<file path="src/bpfd_pkg.sv">
// shared codes and control/status types for the packet buffer
`timescale 1ns / 1ps

package bpfd_pkg;

    // request kinds
    localparam logic [1:0] FUNC_ADD     = 2'd0;
    localparam logic [1:0] FUNC_FORWARD = 2'd1;
    localparam logic [1:0] FUNC_COUNT   = 2'd2;

    localparam int SRC_W   = 16;
    localparam int DST_W   = 16;
    localparam int TS_W    = 32;
    localparam int WORD_W  = SRC_W + DST_W + TS_W;
    localparam int LIMIT_W = 7;
    localparam int CNT_W   = 7;

    localparam logic [LIMIT_W-1:0] LIMIT_RESET = 7'd64;
    localparam logic [CNT_W-1:0]   CNT_MAX     = 7'd127;

    typedef logic [WORD_W-1:0] word_t;

    // commands from the controller to the datapath
    typedef struct packed {
        logic load;       // latch request fields, clear scan flags
        logic scan_init;  // start a scan at the head
        logic scan_step;  // issue one store read and advance
        logic commit;     // append the latched entry if not a duplicate
        logic read_head;  // read the oldest entry
        logic pop;        // drop the oldest entry
        logic out_load;   // move the result into the output register
    } cmd_t;

    // status from the datapath to the controller
    typedef struct packed {
        logic [1:0] func;
        logic       empty;
        logic       last;     // one scan read left to issue
        logic       out_busy; // output register holds a stalled result
    } status_t;

endpackage

</file>
<file path="src/bpfd_ctrl.sv">
// request sequencer for the packet buffer
`timescale 1ns / 1ps

module bpfd_ctrl
    import bpfd_pkg::*;
(
    input  logic    clk,
    input  logic    rst_n,
    input  logic    req_valid,
    output logic    req_stall,
    input  status_t status,
    output cmd_t    cmd
);

    localparam logic [2:0] S_IDLE   = 3'd0;
    localparam logic [2:0] S_START  = 3'd1;
    localparam logic [2:0] S_SCAN   = 3'd2;
    localparam logic [2:0] S_DRAIN  = 3'd3;
    localparam logic [2:0] S_COMMIT = 3'd4;
    localparam logic [2:0] S_FWD    = 3'd5;
    localparam logic [2:0] S_RESULT = 3'd6;

    logic [2:0] state_reg;
    logic [2:0] state_next;

    assign req_stall = (state_reg != S_IDLE);

    always_comb
    begin
        state_next = state_reg;
        cmd        = '0;
        case (state_reg)
            S_IDLE:
            begin
                if (req_valid)
                begin
                    cmd.load   = 1'b1;
                    state_next = S_START;
                end
            end
            S_START:
            begin
                case (status.func)
                    FUNC_ADD:
                    begin
                        if (status.empty)
                        begin
                            state_next = S_COMMIT;
                        end
                        else
                        begin
                            cmd.scan_init = 1'b1;
                            state_next    = S_SCAN;
                        end
                    end
                    FUNC_COUNT:
                    begin
                        if (status.empty)
                        begin
                            state_next = S_RESULT;
                        end
                        else
                        begin
                            cmd.scan_init = 1'b1;
                            state_next    = S_SCAN;
                        end
                    end
                    FUNC_FORWARD:
                    begin
                        if (status.empty)
                        begin
                            state_next = S_RESULT;
                        end
                        else
                        begin
                            cmd.read_head = 1'b1;
                            state_next    = S_FWD;
                        end
                    end
                    default:
                    begin
                        state_next = S_RESULT;
                    end
                endcase
            end
            S_SCAN:
            begin
                cmd.scan_step = 1'b1;
                if (status.last)
                begin
                    state_next = S_DRAIN;
                end
            end
            S_DRAIN:
            begin
                // last compare lands here
                if (status.func == FUNC_ADD)
                begin
                    state_next = S_COMMIT;
                end
                else
                begin
                    state_next = S_RESULT;
                end
            end
            S_COMMIT:
            begin
                cmd.commit = 1'b1;
                state_next = S_RESULT;
            end
            S_FWD:
            begin
                cmd.pop    = 1'b1;
                state_next = S_RESULT;
            end
            S_RESULT:
            begin
                if (!status.out_busy)
                begin
                    cmd.out_load = 1'b1;
                    state_next   = S_IDLE;
                end
            end
            default:
            begin
                state_next = S_IDLE;
            end
        endcase
    end

    always_ff @(posedge clk or negedge rst_n)
    begin
        if (!rst_n)
        begin
            state_reg <= S_IDLE;
        end
        else
        begin
            state_reg <= state_next;
        end
    end

endmodule

</file>
<file path="config.mk">
export PLATFORM = sky130hd
export DESIGN_NAME = bpfd_ctrl
export DESIGN_NICKNAME = d
export VERILOG_FILES = /design/src/bpfd_pkg.sv /design/src/bpfd_ctrl.sv
export SDC_FILE = /design/constraint.sdc
export NUM_CORES = 1
export LEC_CHECK = 0
export ABC_AREA = 1
export BUFFER_PORTS_ARGS = -buffer_cell sky130_fd_sc_hd__clkbuf_2
export CAP_MARGIN = 20
export CORE_AREA = 3 3 40 42
export DETAILED_ROUTE_END_ITERATION = 10
export DIE_AREA = 0 0 43 45
export MAX_ROUTING_LAYER = met4
export PLACE_DENSITY_LB_ADDON = 0.2
export SLEW_MARGIN = 20
export SYNTH_ARGS = -nofsm -noshare
export SYNTH_HDL_FRONTEND = slang
export SYNTH_SLANG_ARGS = --single-unit
</file>
<file path="constraint.sdc">
create_clock -name clk -period 1.35 [get_ports clk]
set_input_delay 0.2025 -clock clk [delete_from_list [all_inputs] [get_ports clk]]
set_output_delay 0.2025 -clock clk [all_outputs]
set_load 0.01 [all_outputs]
</file>
# After elaboration in Yosys (flattened, before gate mapping)
# Index checks and enable logic that the tools add are counted.
# Widths: inputs -> output; s select.
# word_totals
ff_bits,3
inputBits,8
out_inout_bits,8
elab_cells,39
# op_classes
eq_ne,11
muxes,21
reduce_logical,6
# op_table
cell,n
$pmux 3 s6,1
$mux 3,5
$mux 1,12
$eq 3x3->1 const B,3
$pmux 3 s3,1
$eq 3x2->1 const B,2
$ne 2x2->1 const B,3
$mux 2,2
$reduce_or 2->1,2
$eq 3x1->1 const B,1
$logic_not 3->1,1
$reduce_and 3->1,1
$reduce_bool 3->1,1
$eq 2x1->1 const B,1
$eq 2x2->1 const B,1
$logic_not 2->1,1

# Logic depth before layout (Yosys ltp)
# logic_depth
word_depth,4
ltp_mapped,7

# Worst setup path before layout
# Ideal clock, no wire load.
# synth_timing
path_kind,reg-to-output
startpoint,register state_reg[0]
endpoint,output port cmd[6] (netlist name)
arrival_ns,0.908
t_required_ns,1.148
setup_slack_ns,0.240
stages_incl_launch_ff,4
path_buffers,0
cell_sequence,dfrtp_1 nor2_1 nand2_1 nor2_1
# synth_lines
item,line,text
start: declaration,bpfd_ctrl.sv:23,logic [2:0] state_reg;
start signal: assignment,bpfd_ctrl.sv:139,state_reg <= state_next;
end: declaration,bpfd_ctrl.sv:12,output cmd_t cmd

==> summary.md <==
| Metric | Value |
|---|---|
| Initial Util | `0.219` |
| Post-Route Hold Slack | `~0.26 ns` |
| Worst Hold Depth | `4` |
| CP arrival | `1.18 ns` |
| Syn Area/Cell | `5.99 um^2` |
| Clk network pwr share | `0.172` |
| DR iter-0 viols | `6` |
| Reg2Reg Capture Point | `state_reg[1]$_DFFE_PN0P_` |
| Final worst slack | `-0.0322 ns` |
| Clk_skew | `between 0.003 and 0.004 ns` |
| Die Wd | `approximately 43 um` |
| CTS tree | `done` |
| Initial antenna violation count | `0` |
| Final Net Count | `between 70 and 80` |
| Worst path slowest cell | `dfrtp_2` |
| Final non-filler cell total | `85` |
| Critical path capture point | `cmd[2]` |
| IO buf count | `15` |
| Switching component of the power | `~440 uW` |
| Synth top area share | `0.267` |
| N_diodes | `0` |
| DRC | `0` |
| HPWL Detailed | `between 500 and 600 um` |
| Crit path depth | `4` |
| Slew margin rel. | `0.856` |
| R2R setup slack | `0.22 ns` |
| Number of synthesized register bits | `3` |
| Synth Warn # | `0` |
| Routability cong. | `between 0.6 and 0.7` |
| # IOs | `16` |
| Drt pass-1 iters | `4` |
| Mapped cell area | `282 um^2` |
| VDD IR max | `~0.00085 V` |
| CP cell instances | `nor3_4, inv_2, nor2_4, buf_6` |
| F_max | `just over 700 MHz` |
| CP Buf/Inv Count | `2` |
| Crit-path leading delay family | `flip-flops` |
| Leakage power | `between 0.2 and 0.3 nW` |
| Failing checks | `setup timing` |
| Grt total ovfl | `0` |
| Core box area | `about 1300 um^2` |
| Final count of negative-setup-slack endpoints | `2` |
| Final Max Slew Viols | `0` |
| Largest register FFs | `3` |
| Unique masters post-synth | `14` |
| CTS clk-pin slew, worst paths | `about 0.040 ns` |
| Routed Antenna Nets | `0` |
| CP max stage delay | `about 0.45 ns` |
| Final WL | `726 um` |
| Nature of the critical path endpoint | `output pin` |
| Top_reg_cell synth | `dfrtp_1` |
| Synthesized instance count | `47` |
| Vias | `~360` |
| RR Startpoint | `state_reg[0]$_DFFE_PN0P_` |
| Total CTS buffers | `3` |
| Top-count cell post-synth | `inv_1` |
| Max Root-Sink Buffers | `2` |
| Int Pwr | `499 uW` |
| Clock latency on the worst-skew pair | `around 0.24 ns` |
| Tmin final | `1.38 ns` |
| Net Count, Synth | `between 50 and 60` |
| Cell Pwr Density | `about 2000 nW/um^2` |
| Status | `finished, violations left` |
| Share of post-route cells with drive strength above 1 | `0.500` |
| Post-synth EDFFs | `0` |
| Dpl cells | `77` |
| Max cap viols | `0` |
| H-tree levels | `1` |
| Most frequent cells after synthesis | `inv_1 (10), nand2_1 (9), nor2_1 (7)` |
| Number of vias per cell | `roughly 4.2` |
| Async S/R FF share, synth | `1.00` |
| First-pass GRT wire length | `about 1300 um` |
| Clock Sinks | `3` |
| Seq pwr share | `0.241` |
| Switching share of power | `0.468` |
| Die height | `approximately 45 um` |
| RSZ-0062 raised after global routing | `true` |
| Vias in the first global route | `between 300 and 400` |
| Sequential share of the synthesized area | `0.267` |
| Setup WS pre-CTS | `about 0.14 ns` |
| Final hold vios | `0` |
| Worst Path Required | `1.15 ns` |
| Yosys top cell by area | `dfrtp_1` |
| Combinational Power Share | `0.587` |
| Slew of the pin with the lowest slew margin | `between 0.2 and 0.25 ns` |
| Synth top area cells | `dfrtp_1 (27%), inv_1 (13%), nand2_1 (12%), nand3_1 (11%), nor2_1 (9.3%)` |
| Worst setup SP type | `flop` |
| Area Growth Syn to Fin | `62.7%` |
| Overall routing resource usage | `0.102` |
| Largest net degree at the start of global routing | `7` |
| Final period utilization | `1.02` |
| Clk root buf | `clkbuf_4` |
| Worst setup path startpoint | `state_reg[2]$_DFFE_PN0P_` |
| FF-to-FF path depth | `7` |
| Row count | `13` |
| Max FO, Critical Path | `6` |
| Die ar. | `between 1500 and 2000 um^2` |
| Worst Hold Class | `in2reg` |
| WL per Instance | `roughly 8.5 um` |
| Critical path class | `reg2out` |
==> power groups by stage <==
stage / sequential, mW / combinational, mW / clock [mW]
2_1_floorplan: 0.191 / 0.336 / 0
3_3_place_gp: 0.203 / 0.473 / 0
3_5_place_dp: 0.203 / 0.465 / 0
4_1_cts: 0.217 / 0.515 / 0.169
5_1_grt: 0.236 / 0.642 / 0.182
6_report: 0.226 / 0.550 / 0.161
==> layout make-up <==
cell class / count / area [um^2]
tap: 15 / 18.8
fill: 144 / 827
multi-input combinational: 31 / 171
clock buffer: 4 / 26.3
inverter: 13 / 48.8
sequential: 3 / 78.8
timing repair buffer: 19 / 114
==> tightest hold or removal path, stage by stage <==
cell and delay, ns:
clkbuf_2 0.08, o21ai_0 0.07, inv_1 0.05, nand2_1 0.05
==> cell families after synthesis <==
logic type | count (synthesis) | synth area share
AO/OA/AOI/OAI | 3 | 0.0756
buffers and inverters | 13 | 0.173
AND/OR/NAND/NOR | 28 | 0.484
flip-flops | 3 | 0.267
==> metrics by stage <==
step,area [um^2],power [mW],TNS [ns],utilization
6_report,458,0.937,-0.0538,0.356
4_1_cts,434,0.900,-0.364,0.338
5_1_grt,458,1.06,-0.504,0.356
3_5_place_dp,375,0.668,0,0.292
2_1_floorplan,282,0.527,0,-
3_3_place_gp,375,0.676,0,0.292
==> cell usage in the layout (no fill, tap or decap), types with 3 or more instances in the layout <==
master,synthesis,layout
clkbuf_2,0,11
inv_1,10,9
nand2_1,9,8
nand3_1,6,6
nor2_1,7,5
inv_2,3,4
nor2_2,1,3
clkbuf_4,0,3
buf_2,0,3
buf_4,0,3
dfrtp_2,0,3
==> layer usage <==
metal | vias up | GRT usage | routed length, um
met1 | 154 | 0.104 | 289
met5 | - | - | 0
met4 | 0 | 0.0542 | 0
met2 | 12 | 0.153 | 371
li1 | 190 | - | -
met3 | 0 | 0.0637 | 65
==> worst min path at each step <==
stage	slack [ns]	endpoint	startpoint
after floorplan	-0.09	state_reg[0]$_DFFE_PN0P_	rst_n
after global placement	0.002	state_reg[1]$_DFFE_PN0P_	rst_n
after detailed placement	0.001	state_reg[1]$_DFFE_PN0P_	rst_n
after CTS	0.26	state_reg[1]$_DFFE_PN0P_	status[1]
after global routing	0.30	state_reg[1]$_DFFE_PN0P_	status[1]
final	0.26	state_reg[1]$_DFFE_PN0P_	status[1]
==> what timing repair did <==
| item | 4_1_cts | 5_1_grt |
|---|---|---|
| hold buffers | 1 | 0 |
| setup buffers | 2 | 1 |
| gates resized for setup | 2 | 11 |
| endpoints found under the hold margin | 3 | 0 |
| pin swaps | 1 | 2 |
| setup endpoints to repair | 5 | 8 |
(Power assumes the default switching activity.)
